`src/hdl/rfb_pkg.sv`:
```
// ----------------------------------------------------------------------------
// rfb_pkg
// Shared types, constants and the CRC-32/BZIP2 byte update for the radio
// frame builder.
// ----------------------------------------------------------------------------
package rfb_pkg;

    // input item kinds, carried in tuser
    localparam logic MODE_START   = 1'b0;
    localparam logic MODE_PAYLOAD = 1'b1;

    // configuration register indexes
    localparam logic [2:0] CFG_DEST_ADDRESS   = 3'd0;
    localparam logic [2:0] CFG_RADIO_CHANNEL  = 3'd1;
    localparam logic [2:0] CFG_FORMAT_VERSION = 3'd2;
    localparam logic [2:0] CFG_DEVICE_KIND    = 3'd3;
    localparam logic [2:0] CFG_HEADER_FLAGS   = 3'd4;

    // configuration reset values
    localparam logic [15:0] DEST_ADDRESS_RST   = 16'h0002;
    localparam logic [7:0]  RADIO_CHANNEL_RST  = 8'h17;
    localparam logic [3:0]  FORMAT_VERSION_RST = 4'h1;
    localparam logic [3:0]  DEVICE_KIND_RST    = 4'h1;
    localparam logic [3:0]  HEADER_FLAGS_RST   = 4'h0;

    // crc-32/bzip2
    localparam logic [31:0] CRC_POLY   = 32'h04C11DB7;
    localparam logic [31:0] CRC_INIT   = 32'hFFFFFFFF;
    localparam logic [31:0] CRC_XOROUT = 32'hFFFFFFFF;

    // command queue between front and back
    localparam int QUEUE_DEPTH = 4;
    localparam int QPTR_W      = $clog2(QUEUE_DEPTH);
    localparam int QCNT_W      = $clog2(QUEUE_DEPTH + 1);

    typedef enum logic {
        CMD_START,
        CMD_PAYLOAD
    } cmd_kind_t;

    // one queued command
    typedef struct packed {
        cmd_kind_t   kind;
        logic        last;      // payload: last byte of frame; start: zero length
        logic [3:0]  mtype;
        logic [31:0] tstamp;
        logic [4:0]  len;
        logic [15:0] seq;
        logic [7:0]  data;
    } cmd_t;

    // configuration snapshot
    typedef struct packed {
        logic [15:0] dest_address;
        logic [7:0]  radio_channel;
        logic [3:0]  format_version;
        logic [3:0]  device_kind;
        logic [3:0]  header_flags;
    } cfg_t;

    // back end byte positions within a frame
    typedef enum logic [3:0] {
        ST_ADDR_HI = 4'd0,
        ST_ADDR_LO = 4'd1,
        ST_CHANNEL = 4'd2,
        ST_HDR0    = 4'd3,
        ST_HDR1    = 4'd4,
        ST_SEQ0    = 4'd5,
        ST_SEQ1    = 4'd6,
        ST_TS0     = 4'd7,
        ST_TS1     = 4'd8,
        ST_TS2     = 4'd9,
        ST_TS3     = 4'd10,
        ST_LEN     = 4'd11,
        ST_CRC0    = 4'd12,
        ST_CRC1    = 4'd13,
        ST_CRC2    = 4'd14,
        ST_CRC3    = 4'd15
    } bk_step_t;

    // queue status toward the front end
    typedef struct packed {
        logic full;
        logic empty;
    } q_stat_t;

    // msb-first crc update by one byte
    function automatic logic [31:0] crc32_byte(input logic [31:0] crc_in,
                                               input logic [7:0]  b);
        logic [31:0] c;
        c = crc_in ^ {b, 24'h000000};
        for (int k = 0; k < 8; k++)
        begin
            if (c[31])
                c = {c[30:0], 1'b0} ^ CRC_POLY;
            else
                c = {c[30:0], 1'b0};
        end
        return c;
    endfunction

endpackage

```
`src/hdl/rfb_front.sv`:
```
// ----------------------------------------------------------------------------
// rfb_front
// Accepts input beats, tracks the open frame and sequence number, and turns
// each useful beat into one command for the back end.
// ----------------------------------------------------------------------------
module rfb_front
    import rfb_pkg::*;
#(
    parameter int MAX_PAYLOAD = 16
)
(
    input  logic        clk,
    input  logic        rst_n,
    input  logic        in_valid,
    output logic        in_ready,
    input  logic        mode,
    input  logic [3:0]  message_type,
    input  logic [31:0] timestamp_seconds,
    input  logic [4:0]  payload_length,
    input  logic [7:0]  payload_byte,
    input  q_stat_t     q_stat,
    output logic        q_push,
    output cmd_t        q_cmd
);

    localparam logic [4:0] LEN_CAP = (MAX_PAYLOAD > 31) ? 5'd31 : 5'(MAX_PAYLOAD);

    logic        open_reg, open_next;
    logic [4:0]  remain_reg, remain_next;
    logic [15:0] seq_reg, seq_next;
    logic [4:0]  len_sat;
    logic        accept;
    logic        pay_ok;

    assign in_ready = !q_stat.full;
    assign accept   = in_valid && in_ready;
    assign len_sat  = (payload_length > LEN_CAP) ? LEN_CAP : payload_length;
    assign pay_ok   = open_reg && (remain_reg != 5'd0);

    // classify the beat and build the command
    always_comb
    begin
        open_next   = open_reg;
        remain_next = remain_reg;
        seq_next    = seq_reg;
        q_push      = 1'b0;

        q_cmd.kind   = (mode == MODE_PAYLOAD) ? CMD_PAYLOAD : CMD_START;
        q_cmd.last   = (mode == MODE_PAYLOAD) ? (remain_reg == 5'd1) : (len_sat == 5'd0);
        q_cmd.mtype  = message_type;
        q_cmd.tstamp = timestamp_seconds;
        q_cmd.len    = len_sat;
        q_cmd.seq    = seq_reg;
        q_cmd.data   = payload_byte;

        if (accept)
        begin
            if (mode == MODE_START)
            begin
                q_push      = 1'b1;
                seq_next    = seq_reg + 16'd1;
                open_next   = (len_sat != 5'd0);
                remain_next = len_sat;
            end
            else if (pay_ok)
            begin
                q_push      = 1'b1;
                remain_next = remain_reg - 5'd1;
                if (remain_reg == 5'd1)
                    open_next = 1'b0;
            end
        end
    end

    // frame tracking state
    always_ff @(posedge clk or negedge rst_n)
    begin
        if (!rst_n)
        begin
            open_reg   <= 1'b0;
            remain_reg <= 5'd0;
            seq_reg    <= 16'd0;
        end
        else
        begin
            open_reg   <= open_next;
            remain_reg <= remain_next;
            seq_reg    <= seq_next;
        end
    end

endmodule

```
`src/hdl/rfb_queue.sv`:
```
// ----------------------------------------------------------------------------
// rfb_queue
// Short command queue that decouples the front end from the byte sequencer.
// ----------------------------------------------------------------------------
module rfb_queue
    import rfb_pkg::*;
(
    input  logic    clk,
    input  logic    rst_n,
    input  logic    push,
    input  cmd_t    push_cmd,
    input  logic    pop,
    output cmd_t    head_cmd,
    output q_stat_t stat
);

    cmd_t              entry_reg [QUEUE_DEPTH];
    logic [QPTR_W-1:0] wr_ptr_reg, wr_ptr_next;
    logic [QPTR_W-1:0] rd_ptr_reg, rd_ptr_next;
    logic [QCNT_W-1:0] count_reg, count_next;
    logic              do_push, do_pop;

    assign stat.full  = (count_reg == QCNT_W'(QUEUE_DEPTH));
    assign stat.empty = (count_reg == '0);
    assign do_push    = push && !stat.full;
    assign do_pop     = pop && !stat.empty;
    assign head_cmd   = entry_reg[rd_ptr_reg];

    // pointer and count update
    always_comb
    begin
        wr_ptr_next = wr_ptr_reg;
        rd_ptr_next = rd_ptr_reg;
        count_next  = count_reg;
        if (do_push)
            wr_ptr_next = (wr_ptr_reg == QPTR_W'(QUEUE_DEPTH - 1)) ? '0 : wr_ptr_reg + 1'b1;
        if (do_pop)
            rd_ptr_next = (rd_ptr_reg == QPTR_W'(QUEUE_DEPTH - 1)) ? '0 : rd_ptr_reg + 1'b1;
        if (do_push && !do_pop)
            count_next = count_reg + 1'b1;
        else if (do_pop && !do_push)
            count_next = count_reg - 1'b1;
    end

    always_ff @(posedge clk or negedge rst_n)
    begin
        if (!rst_n)
        begin
            wr_ptr_reg <= '0;
            rd_ptr_reg <= '0;
            count_reg  <= '0;
        end
        else
        begin
            wr_ptr_reg <= wr_ptr_next;
            rd_ptr_reg <= rd_ptr_next;
            count_reg  <= count_next;
        end
    end

    // entry storage
    always_ff @(posedge clk)
    begin
        if (do_push)
            entry_reg[wr_ptr_reg] <= push_cmd;
    end

endmodule

```
`src/hdl/rfb_back.sv`:
```
// ----------------------------------------------------------------------------
// rfb_back
// Byte sequencer: walks each command through its frame bytes, keeps the
// running crc and drives the registered output stream.
// ----------------------------------------------------------------------------
module rfb_back
    import rfb_pkg::*;
(
    input  logic       clk,
    input  logic       rst_n,
    input  cfg_t       cfg,
    input  cmd_t       head_cmd,
    input  logic       head_valid,
    output logic       pop,
    output logic       out_valid,
    input  logic       out_ready,
    output logic [7:0] out_byte,
    output logic       out_end
);

    bk_step_t    step_reg, step_next;
    logic [31:0] crc_reg, crc_next;
    logic        valid_reg, valid_next;
    logic [7:0]  byte_reg, byte_next;
    logic        end_reg, end_next;

    logic        advance;
    logic        done;
    logic        crc_cover;
    logic        pay_step;
    logic [7:0]  cur_byte;
    logic [31:0] crc_out;

    assign advance  = head_valid && (!valid_reg || out_ready);
    assign pay_step = (head_cmd.kind == CMD_PAYLOAD) && (step_reg == ST_ADDR_HI);
    assign crc_out  = crc_reg ^ CRC_XOROUT;
    assign pop      = advance && done;

    // byte select for the current step
    always_comb
    begin
        cur_byte  = 8'h00;
        crc_cover = 1'b0;
        if (pay_step)
        begin
            cur_byte  = head_cmd.data;
            crc_cover = 1'b1;
        end
        else
        begin
            unique case (step_reg)
                ST_ADDR_HI: cur_byte = cfg.dest_address[15:8];
                ST_ADDR_LO: cur_byte = cfg.dest_address[7:0];
                ST_CHANNEL: cur_byte = cfg.radio_channel;
                ST_HDR0:    begin cur_byte = {head_cmd.mtype, cfg.format_version}; crc_cover = 1'b1; end
                ST_HDR1:    begin cur_byte = {cfg.header_flags, cfg.device_kind};  crc_cover = 1'b1; end
                ST_SEQ0:    begin cur_byte = head_cmd.seq[7:0];      crc_cover = 1'b1; end
                ST_SEQ1:    begin cur_byte = head_cmd.seq[15:8];     crc_cover = 1'b1; end
                ST_TS0:     begin cur_byte = head_cmd.tstamp[7:0];   crc_cover = 1'b1; end
                ST_TS1:     begin cur_byte = head_cmd.tstamp[15:8];  crc_cover = 1'b1; end
                ST_TS2:     begin cur_byte = head_cmd.tstamp[23:16]; crc_cover = 1'b1; end
                ST_TS3:     begin cur_byte = head_cmd.tstamp[31:24]; crc_cover = 1'b1; end
                ST_LEN:     begin cur_byte = {3'b000, head_cmd.len}; crc_cover = 1'b1; end
                ST_CRC0:    cur_byte = crc_out[7:0];
                ST_CRC1:    cur_byte = crc_out[15:8];
                ST_CRC2:    cur_byte = crc_out[23:16];
                ST_CRC3:    cur_byte = crc_out[31:24];
                default:    cur_byte = 8'h00;
            endcase
        end
    end

    // next step and end of command
    always_comb
    begin
        step_next = step_reg;
        done      = 1'b0;
        if (pay_step)
            done = !head_cmd.last;
        else if (step_reg == ST_CRC3)
            done = 1'b1;
        else if (step_reg == ST_LEN)
            done = !head_cmd.last;

        if (advance)
        begin
            if (done)
                step_next = ST_ADDR_HI;
            else if (pay_step)
                step_next = ST_CRC0;
            else
                step_next = bk_step_t'(step_reg + 4'd1);
        end
    end

    // crc and output register
    always_comb
    begin
        crc_next   = crc_reg;
        valid_next = valid_reg;
        byte_next  = byte_reg;
        end_next   = end_reg;
        if (advance)
        begin
            valid_next = 1'b1;
            byte_next  = cur_byte;
            end_next   = !pay_step && (step_reg == ST_CRC3);
            if (crc_cover)
                crc_next = crc32_byte(crc_reg, cur_byte);
            else if (!pay_step && (step_reg == ST_CRC3 || step_reg < ST_HDR0))
                crc_next = CRC_INIT;
        end
        else if (out_ready)
        begin
            valid_next = 1'b0;
        end
    end

    always_ff @(posedge clk or negedge rst_n)
    begin
        if (!rst_n)
        begin
            step_reg  <= ST_ADDR_HI;
            crc_reg   <= CRC_INIT;
            valid_reg <= 1'b0;
        end
        else
        begin
            step_reg  <= step_next;
            crc_reg   <= crc_next;
            valid_reg <= valid_next;
        end
    end

    // output payload
    always_ff @(posedge clk)
    begin
        byte_reg <= byte_next;
        end_reg  <= end_next;
    end

    assign out_valid = valid_reg;
    assign out_byte  = byte_reg;
    assign out_end   = end_reg;

endmodule

```
`src/hdl/radio_frame_builder_crc32.sv`:
```
// ----------------------------------------------------------------------------
// radio_frame_builder_crc32
// Radio frame builder with little-endian CRC-32/BZIP2 trailer.
// ----------------------------------------------------------------------------
// A start beat (tuser 0) produces the frame prefix (address high, address
// low, channel), then header0, header1, sequence number, timestamp and the
// length byte: 12 output beats, 16 when the length is zero because the crc
// follows at once. Each payload beat (tuser 1) of an open frame produces one
// output beat, and the last one five (byte plus four crc bytes). The front
// end accepts one input beat per cycle while its four-entry command queue has
// room; the back end emits one byte per cycle while a command is queued and
// the output is not stalled. Payload beats outside an open frame are accepted
// and dropped. Configuration writes are always ready and should be made only
// while the block is idle.
// ----------------------------------------------------------------------------
module radio_frame_builder_crc32
    import rfb_pkg::*;
#(
    parameter int MAX_PAYLOAD = 16
)
(
    input  logic        clk,
    input  logic        rst_n,
    // input stream
    input  logic        s_tvalid,
    output logic        s_tready,
    input  logic [55:0] s_tdata,   // message_type[3:0], timestamp_seconds[35:4],
                                   // payload_length[40:36], payload_byte[48:41], zero fill
    input  logic        s_tuser,   // mode
    // output stream
    output logic        m_tvalid,
    input  logic        m_tready,
    output logic [7:0]  m_tdata,   // frame_byte[7:0]
    output logic        m_tlast,   // frame_end
    // configuration writes
    input  logic        cfg_valid,
    output logic        cfg_ready,
    input  logic [2:0]  cfg_index,
    input  logic [15:0] cfg_data
);

    cfg_t    cfg_reg;
    q_stat_t q_stat;
    logic    q_push;
    logic    q_pop;
    cmd_t    q_cmd;
    cmd_t    head_cmd;

    // configuration registers
    assign cfg_ready = 1'b1;

    always_ff @(posedge clk or negedge rst_n)
    begin
        if (!rst_n)
        begin
            cfg_reg.dest_address   <= DEST_ADDRESS_RST;
            cfg_reg.radio_channel  <= RADIO_CHANNEL_RST;
            cfg_reg.format_version <= FORMAT_VERSION_RST;
            cfg_reg.device_kind    <= DEVICE_KIND_RST;
            cfg_reg.header_flags   <= HEADER_FLAGS_RST;
        end
        else if (cfg_valid && cfg_ready)
        begin
            unique case (cfg_index)
                CFG_DEST_ADDRESS:   cfg_reg.dest_address   <= cfg_data;
                CFG_RADIO_CHANNEL:  cfg_reg.radio_channel  <= cfg_data[7:0];
                CFG_FORMAT_VERSION: cfg_reg.format_version <= cfg_data[3:0];
                CFG_DEVICE_KIND:    cfg_reg.device_kind    <= cfg_data[3:0];
                CFG_HEADER_FLAGS:   cfg_reg.header_flags   <= cfg_data[3:0];
                default:            ;
            endcase
        end
    end

    // front end
    rfb_front #(
        .MAX_PAYLOAD (MAX_PAYLOAD)
    ) u_front (
        .clk               (clk),
        .rst_n             (rst_n),
        .in_valid          (s_tvalid),
        .in_ready          (s_tready),
        .mode              (s_tuser),
        .message_type      (s_tdata[3:0]),
        .timestamp_seconds (s_tdata[35:4]),
        .payload_length    (s_tdata[40:36]),
        .payload_byte      (s_tdata[48:41]),
        .q_stat            (q_stat),
        .q_push            (q_push),
        .q_cmd             (q_cmd)
    );

    // command queue
    rfb_queue u_queue (
        .clk      (clk),
        .rst_n    (rst_n),
        .push     (q_push),
        .push_cmd (q_cmd),
        .pop      (q_pop),
        .head_cmd (head_cmd),
        .stat     (q_stat)
    );

    // byte sequencer
    rfb_back u_back (
        .clk        (clk),
        .rst_n      (rst_n),
        .cfg        (cfg_reg),
        .head_cmd   (head_cmd),
        .head_valid (!q_stat.empty),
        .pop        (q_pop),
        .out_valid  (m_tvalid),
        .out_ready  (m_tready),
        .out_byte   (m_tdata),
        .out_end    (m_tlast)
    );

`ifndef SYNTHESIS
    // a command is never pushed into a full queue
    a_no_overflow: assert property (@(posedge clk) disable iff (!rst_n)
        q_push |-> !q_stat.full)
        else $error("command pushed into full queue");

    // the sequencer only retires a command that is present
    a_no_underflow: assert property (@(posedge clk) disable iff (!rst_n)
        q_pop |-> !q_stat.empty)
        else $error("command popped from empty queue");

    // the output register only loads when the downstream side can take it
    a_out_hold: assert property (@(posedge clk) disable iff (!rst_n)
        q_pop && m_tvalid |-> m_tready)
        else $error("sequencer advanced over a stalled output beat");
`endif

endmodule

```
`config.mk`:
```
export PLATFORM = sky130hd
export DESIGN_NAME = radio_frame_builder_crc32
export DESIGN_NICKNAME = d
export VERILOG_FILES = /design/src/hdl/rfb_pkg.sv /design/src/hdl/rfb_front.sv /design/src/hdl/rfb_queue.sv /design/src/hdl/rfb_back.sv /design/src/hdl/radio_frame_builder_crc32.sv
export SDC_FILE = /design/constraint.sdc
export NUM_CORES = 1
export LEC_CHECK = 0
export ABC_CLOCK_PERIOD_IN_PS = 10300
export BUFFER_PORTS_ARGS = -buffer_cell sky130_fd_sc_hd__buf_4
export CAP_MARGIN = 20
export CORE_ASPECT_RATIO = 0.9
export CORE_MARGIN = 3
export CORE_UTILIZATION = 65
export CTS_CLUSTER_DIAMETER = 30
export DETAILED_ROUTE_END_ITERATION = 8
export PLACE_DENSITY = 0.84
export SETUP_SLACK_MARGIN = 0.15
export SKIP_LAST_GASP = 1
export SLEW_MARGIN = 5
export SYNTH_ARGS = -nofsm -noshare
export SYNTH_HDL_FRONTEND = slang
export SYNTH_HIERARCHICAL = 1
export SYNTH_SLANG_ARGS = --single-unit
```
`constraint.sdc`:
```
create_clock -name clk -period 10.3 [get_ports clk]
set_clock_uncertainty 0.15 [all_clocks]
set_input_delay 2.06 -clock clk [delete_from_list [all_inputs] [get_ports clk]]
set_output_delay 2.06 -clock clk [all_outputs]
set_load 0.1 [all_outputs]
```
; After elaboration in Yosys (flattened, before gate mapping)
; Memory sizes are Yosys's and may differ from the RTL's.
; Index checks and enable logic that the tools add are counted.
[op_classes]
addsub = 7
mux = 52
bitwise_logic = 11
reduce_logical = 39
n_lt_le_gt_ge = 2
eq_ne = 25
[ops]
columns = cell, n
row1 = 32-bit two-way mux, 16
row2 = 27-bit two-way mux, 8
row3 = 8-bit one-hot mux with 16 select lines, 1
row4 = 14-bit NOT, 8
row5 = 4-bit equality test (second input constant), 8
row6 = 32-bit NOT, 1
row7 = 32-bit XOR, 1
row8 = 1-bit two-way mux, 17
row9 = 16-bit by 1-bit adder with 16-bit output (second input constant), 1
row10 = 4-bit by 3-bit equality test with 1-bit output (second input constant), 4
row11 = 2-bit AND reduction, 8
row12 = 5-bit two-way mux, 3
row13 = 1-bit logical AND, 11
row14 = 5-bit nonzero test, 2
row15 = 9-bit OR reduction, 1
row16 = 4-bit by 2-bit equality test with 1-bit output (second input constant), 2
row17 = 4-bit two-way mux, 2
row18 = 8-bit two-way mux, 1
row19 = 1-bit zero test, 7
row20 = 3-bit by 2-bit equality test with 1-bit output (second input constant), 2
row21 = 3-bit equality test (second input constant), 2
row22 = 3-bit zero test, 2
row23 = 3-bit two-way mux, 2
row24 = 2-bit nonzero test, 3
row25 = 18 further kinds, 23
[totals]
in_bits = 81
regBits = 111
n_memories = 1
ramBits = 268
[mem_list]
columns = memory, words, width, rd, rd_clocked_by_memory_dff, wr, line_no
row1 = u_queue.entry_reg, 4, 67, 1, 0, 1, rfb_queue.sv:17  ; cmd_t entry_reg [QUEUE_DEPTH];

; Logic depth before layout (Yosys ltp)
; Gate-level depths: netlist of the first run.
[logic_depth]
depth_word = 35
mapped_depth = 15
ltp_nobuf = 12

; By module
; Netlist of the first run, hierarchy kept.
[modules_own_cells]
columns = mod, cells_per_inst, area_per_inst_um2, seq_area_each_um2, instances
row1 = rfb_queue, 388, 10121.0, 8222.9, 1
row2 = rfb_back, 477, 4267.8, 1236.2, 1
row3 = rfb_front, 164, 1511.4, 550.5, 1
row4 = radio_frame_builder_crc32, 82, 1416.4, 909.6, 1

; Worst setup path after synthesis of the first run
; Ideal clock, no wire load.
[synth_timing]
path_type = in2reg
startpoint = in s_tvalid
endpoint = mem u_queue/entry_reg[0][0] in the netlist's numbering (enable)
setup_time_ps = 432
arrival_time_ps = 4269
path_slack_ps = 5449
path_buffers = 1
cell_stages = 5
cell_sequence = nand2b_1 a21oi_1 nor2b_1 buf_2 and2_1
[synth_between]
elab_chain_len = 5
[synth_lines]
columns = item, line_no
row1 = from (decl), radio_frame_builder_crc32.sv:25  ; input logic s_tvalid,
row2 = 1-bit logical AND, rfb_front.sv:36  ; assign accept = in_valid && in_ready;
row3 = 1-bit two-way mux, rfb_front.sv:56  ; if (accept)
row4 = net q_push, radio_frame_builder_crc32.sv:44  ; logic q_push;
row5 = 1-bit logical AND, rfb_queue.sv:25  ; assign do_push = push && !stat.full;
row6 = net u_queue.do_push, rfb_queue.sv:21  ; logic do_push, do_pop;
row7 = 1-bit two-way mux, rfb_queue.sv:64  ; if (do_push)
row8 = 1-bit two-way mux (implied by the code), rfb_queue.sv:65  ; entry_reg[wr_ptr_reg] <= push_cmd;
row9 = to (decl), rfb_queue.sv:17
; The timed path passes the listed nets, and every way through them passes these cells.

==> impl_metrics.py, run 1 <==
metrics = {
    "global_routing": {
        "grt_max_degree": 68,
        "grt_antenna_before_repair": 2,
        "overflow": 0,
        "grt_pass1_wl_um": 62470,
        "track_usage": 0.2903,
        "first_global_vias": 10340,
    },
    "final_layout": {
        "largest_reg_flops": 268,
        "final_util": 0.7568,
        "drive_gt1_frac": 0.3213,
        "syn_to_final_growth_pct": 14.22,
        "diodes": 0,
        "finalNetCount": 1264,
    },
    "yosys": {
        "avgSynthCellArea_um2": 15.59,
        "synthTopCellsByArea": "edfxtp_1 48%, dfrtp_1 9.1%, mux4_2 8.8%",
        "synth_seq_cells": 379,
        "synth_edf_count": 277,
        "synth_top_area_cell": "edfxtp_1",
        "synth_cell_type_count": 91,
        "synth_top_area_frac": 0.4803,
        "yosysMostFrequentCell": "edfxtp_1",
        "synth_nets": 1206,
        "netlist_area_um2": 17320,
        "synth_seq_area_share": 0.6306,
        "synth_common_cells": "277 x edfxtp_1, 68 x mux4_2, 63 x dfrtp_1",
        "yosys_warnings": 6,
        "ys.flop_type": "edfxtp_1",
        "synth_cells": 1111,
        "ys_async_sr_fraction": 0.2691,
    },
    "cts": {
        "ctsResizeCount": 0,
        "h-tree-depth": 2,
        "clock_latency_ns": 0.60,
        "numClockSinks": 379,
        "holdBufCountCts": 0,
        "post_cts_buffers": 0,
        "clkTransAtPathRegs_ns": 0.06,
        "clock_path_buffers": 3,
        "cts_buffers": 59,
        "cts_tree": "done",
        "root_buffer": "clkbuf_16",
    },
    "drt": {
        "drt_iter0_drc": 1259,
        "drc": 0,
        "post_drt_wl_per_cell_um": 25.75,
        "firstDrtPassIters": 6,
        "ant_nets": 0,
        "vias": 10180,
        "routed_via_density": 6.495,
        "wl_um": 40380,
    },
    "setup_path": {
        "start_kind": "flop",
        "worstSetupEndpointType": "flop",
        "critPathMaxFanout": 43,
        "worstSetupPathType": "reg2reg",
        "required_ns": 10.66,
        "crit_arrival_ns": 5.87,
    },
    "die": {
        "io_pins": 93,
        "chipHeight_um": 160.8,
        "dieWidth_um": 178.1,
        "dieArea_um2": 28640,
        "core-area_um2": 26140,
        "num_rows": 56,
        "start_util": 0.6626,
    },
    "flow_run": {
        "cap_violations": 0,
    },
    "place": {
        "io_buffers": 84,
        "dp_hpwl_um": 24070,
        "gp_congestion": 0.9378,
    },
    "sta": {
        "period_needed_ns": 5.511,
        "report.final.hold_viol_count": 0,
        "rsz0062_at_grt": "no",
        "fmax_mhz": 181.5,
        "tightest_slew_ns": 1.071,
        "slew_headroom": 0.2858,
        "tns_ns": 0,
        "final_max_slew_viol_count": 0,
        "setup_viol": 0,
        "min_period_over_period": 0.5350,
    },
    "min_path": {
        "hp-class": "reg2reg",
    },
    "status": {
        "outcome": "complete, no violations",
    },
}
-- metal layers --
metal	up-vias	global-route usage	routed length, um
li1	4342	-	-
met1	5177	0.4243	16050
met2	553	0.4539	19790
met3	108	0.04965	3219
met4	4	0.09386	1287
met5	-	0	34
-- critical path: stages (launching register included) --
cell and delay (ns):
dfrtp_4 0.99, buf_4 0.63, mux4_2 0.40, nand4bb_1 0.73
o21ai_0 0.49, nor4_1 0.08, mux2_2 0.28, or3_1 0.63
xor2_1 0.25, xnor2_1 0.29, xnor3_1 0.27, a21oi_1 0.15
-- layout make-up --
type	count	area, um^2
clock buffers	61	1494
repair buffers	101	762.0
inverters	24	90.09
multi-input cells	604	5560
fillers	1456	6356
clock inverters	51	511.7
well taps	348	435.4
flip-flops and latches	379	10930
-- final timing paths --
kind,from,cells past startpoint,to,slack [ns]
min in group asynchronous,rst_n,1,cfg_reg[27]$_DFFE_PN0P_,1.42
max,u_queue/rd_ptr_reg[0]$_DFFE_PN0P_,11,u_back/crc_reg[12]$_DFFE_PN1P_,4.79
min,cfg_reg[30]$_DFFE_PN0P_,1,cfg_reg[30]$_DFFE_PN0P_,0.36
max in group asynchronous,rst_n,2,u_back/step_reg[2]$_DFFE_PN0P_,7.39
max reg2reg,u_queue/rd_ptr_reg[0]$_DFFE_PN0P_,11,u_back/crc_reg[12]$_DFFE_PN1P_,4.79
min reg2reg,cfg_reg[30]$_DFFE_PN0P_,1,cfg_reg[30]$_DFFE_PN0P_,0.36
-- kinds of logic after synthesis --
kind of cell    count (synthesis)  synth area share
fa+ha+maj                      14           0.01055
simple gates                  226           0.07233
xor+xnor                       81           0.04870
compound gates                157           0.06337
other cells                     1         0.0002166
buf+inv                       128           0.04971
mux                           125            0.1246
flops                         379            0.6306
-- metrics by stage --
step	hold slack [ns]	instance area [um^2]	std cells	worst slack, ns
4_1_cts	0.3586	19770	1567	4.818
3_3_place_gp	0.3396	17760	1455	4.893
5_1_grt	0.3714	19780	1568	4.437
2_1_floorplan	0.3223	17320	1111	5.449
3_5_place_dp	0.3461	17760	1455	4.873
6_report	0.3566	19780	1568	4.789
-- placed cells by master (no fill, tap or decap), types with 10 or more instances in the layout --
master,Yosys,routed
edfxtp_1,277,277
buf_4,54,100
mux4_2,68,68
dfrtp_1,63,60
clkbuf_16,0,59
nor2_1,57,57
a21oi_1,52,51
xnor2_1,50,50
nand2_1,43,43
mux2_2,41,41
dfstp_2,39,39
nand2b_1,25,25
inv_1,24,24
xor2_1,22,22
o21ai_0,18,18
nor3_1,18,18
mux2i_1,13,13
ha_1,13,13
inv_6,0,12
nor2b_1,12,12
a22oi_1,11,11
clkinvlp_4,0,10
o22ai_1,10,10
Power of run 1 is left out: the tool's default activity adds up to more than one toggle a clock period on the data nets, which glitch-free logic cannot reach.
==> run 2: changes to the inputs <==
--- a/config.mk
+++ b/config.mk
@@ -5,15 +5,15 @@
 export SDC_FILE = /design/constraint.sdc
 export NUM_CORES = 1
 export LEC_CHECK = 0
-export ABC_CLOCK_PERIOD_IN_PS = 10300
+export ABC_CLOCK_PERIOD_IN_PS = 5600
 export BUFFER_PORTS_ARGS = -buffer_cell sky130_fd_sc_hd__buf_4
 export CAP_MARGIN = 20
 export CORE_ASPECT_RATIO = 0.9
 export CORE_MARGIN = 3
-export CORE_UTILIZATION = 65
+export CORE_UTILIZATION = 61
 export CTS_CLUSTER_DIAMETER = 30
 export DETAILED_ROUTE_END_ITERATION = 8
-export PLACE_DENSITY = 0.84
+export PLACE_DENSITY = 0.8
 export SETUP_SLACK_MARGIN = 0.15
 export SKIP_LAST_GASP = 1
 export SLEW_MARGIN = 5
==> constraint.sdc (replaced) <==
create_clock -name clk -period 5.6 [get_ports clk]
set_clock_uncertainty 0.15 [all_clocks]
set_input_delay 1.12 -clock clk [delete_from_list [all_inputs] [get_ports clk]]
set_output_delay 1.12 -clock clk [all_outputs]
set_load 0.1 [all_outputs]
==> run 2 against run 1 <==
Net effect: die area increased by 6.3%; critical path type unchanged; via count increased by 0.59%; fmax increased by 18%; first-iteration DRC count down 9.0%; design area grew 1.8%; final cell count rose by 1.7%; routed wire length about the same; worst setup slack worse by 3.9 ns; count of clock-buffer cells in the layout up 20.
==> impl_metrics.py, run 2 (synthesized netlist as in run 1, its figures left out) <==
metrics = {
    "status": {
        "outcome": "complete, no violations",
    },
    "place": {
        "dp_hpwl_um": 24300,
        "io_buffers": 84,
        "gp_congestion": 0.9027,
    },
    "cts": {
        "numClockSinks": 379,
        "clock_path_buffers": 3,
        "cts_tree": "done",
        "post_cts_buffers": 0,
        "h-tree-depth": 3,
        "ctsResizeCount": 0,
        "cts_buffers": 69,
        "holdBufCountCts": 0,
        "clkTransAtPathRegs_ns": 0.05,
        "clock_latency_ns": 0.56,
        "root_buffer": "clkbuf_16",
    },
    "setup_path": {
        "crit_buf_inv": 1,
        "start_kind": "flop",
        "r2r_slack_ns": 0.91,
        "path_cells": "buf_12 > mux4_2 > a222oi_1 > nor2_1 > a221oi_1 > a21oi_1 > nor3_2 > xnor2_1 > xnor2_1 > xnor3_1 > a21oi_1",
        "worstSetupPathType": "reg2reg",
        "crit_arrival_ns": 5.01,
        "worstSetupEndpointType": "flop",
        "slowest_delay_ns": 0.75,
        "required_ns": 5.93,
        "critPathMaxFanout": 34,
        "critPathTopFamily": "compound AO/OA/AOI/OAI gates",
        "slowest_stage": "dfrtp_4",
    },
    "die": {
        "dieArea_um2": 30450,
        "dieWidth_um": 183.6,
        "start_util": 0.6307,
        "core-area_um2": 27460,
        "io_pins": 93,
        "chipHeight_um": 165.8,
        "num_rows": 57,
    },
    "drt": {
        "vias": 10240,
        "ant_nets": 0,
        "routed_via_density": 6.423,
        "drt_iter0_drc": 1146,
        "wl_um": 40410,
        "firstDrtPassIters": 6,
        "post_drt_wl_per_cell_um": 25.34,
        "drc": 0,
    },
    "min_path": {
        "hp-class": "reg2reg",
    },
    "sta": {
        "report.final.hold_viol_count": 0,
        "period_needed_ns": 4.687,
        "final_max_slew_viol_count": 0,
        "tightest_slew_ns": 1.130,
        "setup_viol": 0,
        "rsz0062_at_grt": "no",
        "tns_ns": 0,
        "fmax_mhz": 213.3,
        "min_period_over_period": 0.8370,
        "slew_headroom": 0.2466,
    },
    "global_routing": {
        "grt_pass1_wl_um": 62980,
        "grt_antenna_before_repair": 2,
        "overflow": 0,
        "grt_max_degree": 68,
        "track_usage": 0.2706,
        "first_global_vias": 10540,
    },
    "flow_run": {
        "cap_violations": 0,
    },
    "final_layout": {
        "mostFrequentLayoutCell": "edfxtp_1",
        "finalNetCount": 1279,
        "syn_to_final_growth_pct": 16.24,
        "drive_gt1_frac": 0.3258,
        "layout_common_cells": "277 x edfxtp_1, 103 x buf_4, 69 x clkbuf_16",
        "largest_reg_flops": 268,
    },
}
==> run 2: changes by cell type in the layout (fill, tap and decap cells not counted), sizes merged <==
cell and change:
clkbuf +20, inv -7, buf +5, clkinv +4, clkinvlp -4, bufinv +2, diode +1
==> run 2: per-layer routing <==
layer	global-route usage	vias up	routed length (um)	share of wire
li1	-	4387	-	-
met1	0.3858	5200	16150	0.40
met2	0.4244	567	19620	0.49
met3	0.05322	88	3461	0.086
met4	0.09371	2	1162	0.029
met5	0	-	13	0.00032
==> run 2: final timing paths <==
kind	from	end	cells after the start
max	u_queue/rd_ptr_reg[0]$_DFFE_PN0P_	u_back/crc_reg[12]$_DFFE_PN1P_	11
min	cfg_reg[22]$_DFFE_PN0P_	cfg_reg[22]$_DFFE_PN0P_	1
max reg2reg	u_queue/rd_ptr_reg[0]$_DFFE_PN0P_	u_back/crc_reg[12]$_DFFE_PN1P_	11
min reg2reg	cfg_reg[22]$_DFFE_PN0P_	cfg_reg[22]$_DFFE_PN0P_	1
max in group asynchronous	rst_n	u_queue/rd_ptr_reg[0]$_DFFE_PN0P_	2
min in group asynchronous	rst_n	cfg_reg[24]$_DFFE_PN0P_	1
==> run 2: area by class of cell <==
| class | instances | area (um^2) |
|---|---|---|
| Sequential cell | 379 | 10930 |
| Clock inverter | 46 | 495.5 |
| Clock buffer | 81 | 1782 |
| Inverter | 24 | 90.09 |
| Fill cell | 1576 | 7330 |
| Multi-Input combinational cell | 604 | 5565 |
| Timing Repair Buffer | 106 | 824.5 |
| Tap cell | 354 | 442.9 |
| Antenna cell | 1 | 2.502 |
==> run 2: metrics by stage <==
stage                 util  cell area, um^2  setup slack [ns]  hold WS, ns  std cells
detailed placement  0.6496            17840            0.9930       0.3446       1466
CTS                 0.7326            20110            0.9430       0.3564       1593
finish              0.7331            20130            0.9128       0.3558       1595
floorplan                -            17320             1.689       0.3223       1111
global route        0.7331            20130            0.7619       0.3629       1595
global placement    0.6496            17840             1.068       0.3377       1466
Power of run 2 is left out for the same reason.
==> run 3: changes to the inputs <==
--- a/config.mk
+++ b/config.mk
@@ -5,7 +5,7 @@
 export SDC_FILE = /design/constraint.sdc
 export NUM_CORES = 1
 export LEC_CHECK = 0
-export ABC_CLOCK_PERIOD_IN_PS = 5600
+export ABC_CLOCK_PERIOD_IN_PS = 4700
 export BUFFER_PORTS_ARGS = -buffer_cell sky130_fd_sc_hd__buf_4
 export CAP_MARGIN = 20
 export CORE_ASPECT_RATIO = 0.9
==> constraint.sdc (replaced) <==
create_clock -name clk -period 4.7 [get_ports clk]
set_clock_uncertainty 0.15 [all_clocks]
set_input_delay 0.94 -clock clk [delete_from_list [all_inputs] [get_ports clk]]
set_output_delay 0.94 -clock clk [all_outputs]
set_load 0.1 [all_outputs]
==> run 3 against run 2 <==
Net effect: flip-flop and latch count unchanged; design area up 1.8%; die area stayed put; worst hold slack got worse by 0.018 ns; final cell count increased by 1.4%; count of clock-buffer cells in the layout is 5 higher; routed wire length grew 4.9%; via count grew 1.8%; non-clock buffer count is 21 higher; critical endpoint is now u_back/crc_reg[26]$_DFFE_PN1P_; largest cell class unchanged.
==> impl_metrics.py, run 3 (synthesized netlist as in run 1, its figures left out) <==
metrics = {
    "cts": {
        "holdBufCountCts": 0,
        "cts_tree": "done",
        "numClockSinks": 379,
        "cts_buffers": 69,
        "clkTransAtPathRegs_ns": 0.05,
        "clock_path_buffers": 3,
        "clock_latency_ns": 0.58,
        "h-tree-depth": 3,
        "ctsResizeCount": 0,
        "post_cts_buffers": 0,
        "root_buffer": "clkbuf_16",
    },
    "setup_path": {
        "rr_startpoint": "u_queue/rd_ptr_reg[0]$_DFFE_PN0P_",
        "r2r-end": "u_back/crc_reg[26]$_DFFE_PN1P_",
        "critPathMaxFanout": 18,
        "rr_worst_depth": 11,
        "worstSetupPathType": "reg2reg",
        "worstSetupEndpointType": "flop",
        "start_kind": "flop",
        "crit_arrival_ns": 4.58,
        "required_ns": 5.01,
        "r2r_slack_ns": 0.43,
    },
    "min_path": {
        "hp-class": "in2async",
    },
    "global_routing": {
        "grt_pass1_wl_um": 65730,
        "first_global_vias": 10850,
        "overflow": 0,
        "track_usage": 0.2854,
        "grt_antenna_before_repair": 2,
        "grt_max_degree": 59,
    },
    "final_layout": {
        "mostFrequentLayoutCell": "edfxtp_1",
        "layout_common_cells": "277 x edfxtp_1, 118 x buf_4, 72 x clkbuf_16",
        "drive_gt1_frac": 0.3376,
        "syn_to_final_growth_pct": 18.28,
        "finalNetCount": 1300,
        "largest_reg_flops": 268,
        "final_cells": 1617,
    },
    "sta": {
        "setup_viol": 0,
        "final_max_slew_viol_count": 0,
        "tightest_slew_ns": 0.8668,
        "period_needed_ns": 4.272,
        "report.final.hold_viol_count": 0,
        "rsz0062_at_grt": "no",
        "slew_headroom": 0.4212,
        "tns_ns": 0,
        "hold_slack_ns": 0.3379,
        "min_period_over_period": 0.9089,
        "fmax_mhz": 234.1,
    },
    "status": {
        "outcome": "complete, no violations",
    },
    "place": {
        "gp_congestion": 0.9780,
        "post-place-cells": 1488,
        "dp_hpwl_um": 25770,
        "io_buffers": 84,
    },
    "die": {
        "io_pins": 93,
        "dieWidth_um": 183.6,
        "core-area_um2": 27460,
        "chipHeight_um": 165.8,
        "num_rows": 57,
        "dieArea_um2": 30450,
        "start_util": 0.6307,
    },
    "drt": {
        "firstDrtPassIters": 6,
        "routed_via_density": 6.452,
        "drt_iter0_drc": 1236,
        "vias": 10430,
        "post_drt_wl_per_cell_um": 26.21,
        "ant_nets": 0,
        "drc": 0,
        "wl_um": 42390,
    },
    "flow_run": {
        "cap_violations": 0,
    },
}
==> run 3: worst max-delay path: stages (launching register included) <==
cell and delay, ns:
dfrtp_4 0.62, buf_12 0.24, mux4_2 0.56, a22o_1 0.29, a221o_1 0.36, a221oi_1 0.30
a21oi_1 0.24, xnor2_2 0.53, xnor2_4 0.19, xor2_1 0.38, xnor2_1 0.12, a21oi_1 0.17
==> run 3: stage by stage <==
stage	setup WS, ns	util	cell area (um^2)
floorplan	0.9688	-	17320
global placement	0.5733	0.6588	18090
detailed placement	0.5277	0.6588	18090
CTS	0.4373	0.7459	20480
global route	0.1635	0.7459	20480
finish	0.4280	0.7460	20480
==> run 3: final cells by class <==
| cell class | instances | area [um^2] |
|---|---|---|
| multi-input cells | 604 | 5565 |
| flip-flops and latches | 379 | 10930 |
| well taps | 354 | 442.9 |
| clock inverters | 42 | 495.5 |
| fillers | 1561 | 6975 |
| clock buffers | 86 | 1894 |
| repair buffers | 127 | 1066 |
| diodes | 1 | 2.502 |
| inverters | 24 | 90.09 |
==> run 3: worst max path at each step <==
| stage | start | end | slack (ns) | cells after the start |
|---|---|---|---|---|
| finish | u_queue/rd_ptr_reg[0]$_DFFE_PN0P_ | u_back/crc_reg[26]$_DFFE_PN1P_ | 0.43 | 11 |
| global route | u_back/step_reg[1]$_DFFE_PN0P_ | u_back/crc_reg[4]$_DFFE_PN1P_ | 0.16 | 14 |
| CTS | u_queue/rd_ptr_reg[0]$_DFFE_PN0P_ | u_back/crc_reg[7]$_DFFE_PN1P_ | 0.44 | 11 |
| detailed placement | u_queue/rd_ptr_reg[0]$_DFFE_PN0P_ | u_back/crc_reg[7]$_DFFE_PN1P_ | 0.53 | 11 |
| global placement | u_queue/rd_ptr_reg[0]$_DFFE_PN0P_ | u_back/crc_reg[13]$_DFFE_PN1P_ | 0.57 | 11 |
| floorplan | s_tvalid | u_queue/entry_reg[0][0]$_DFFE_PP_ | 0.97 | 5 |
==> run 3: routing by layer <==
metal  global-route usage  vias to the layer above  share of wire
met5                    0                        -        0.00031
met4               0.1046                        2          0.032
met3              0.06286                      111          0.087
met2               0.4460                      595           0.49
met1               0.4011                     5290           0.39
li1                     -                     4435              -
Power of run 3 is left out for the same reason.
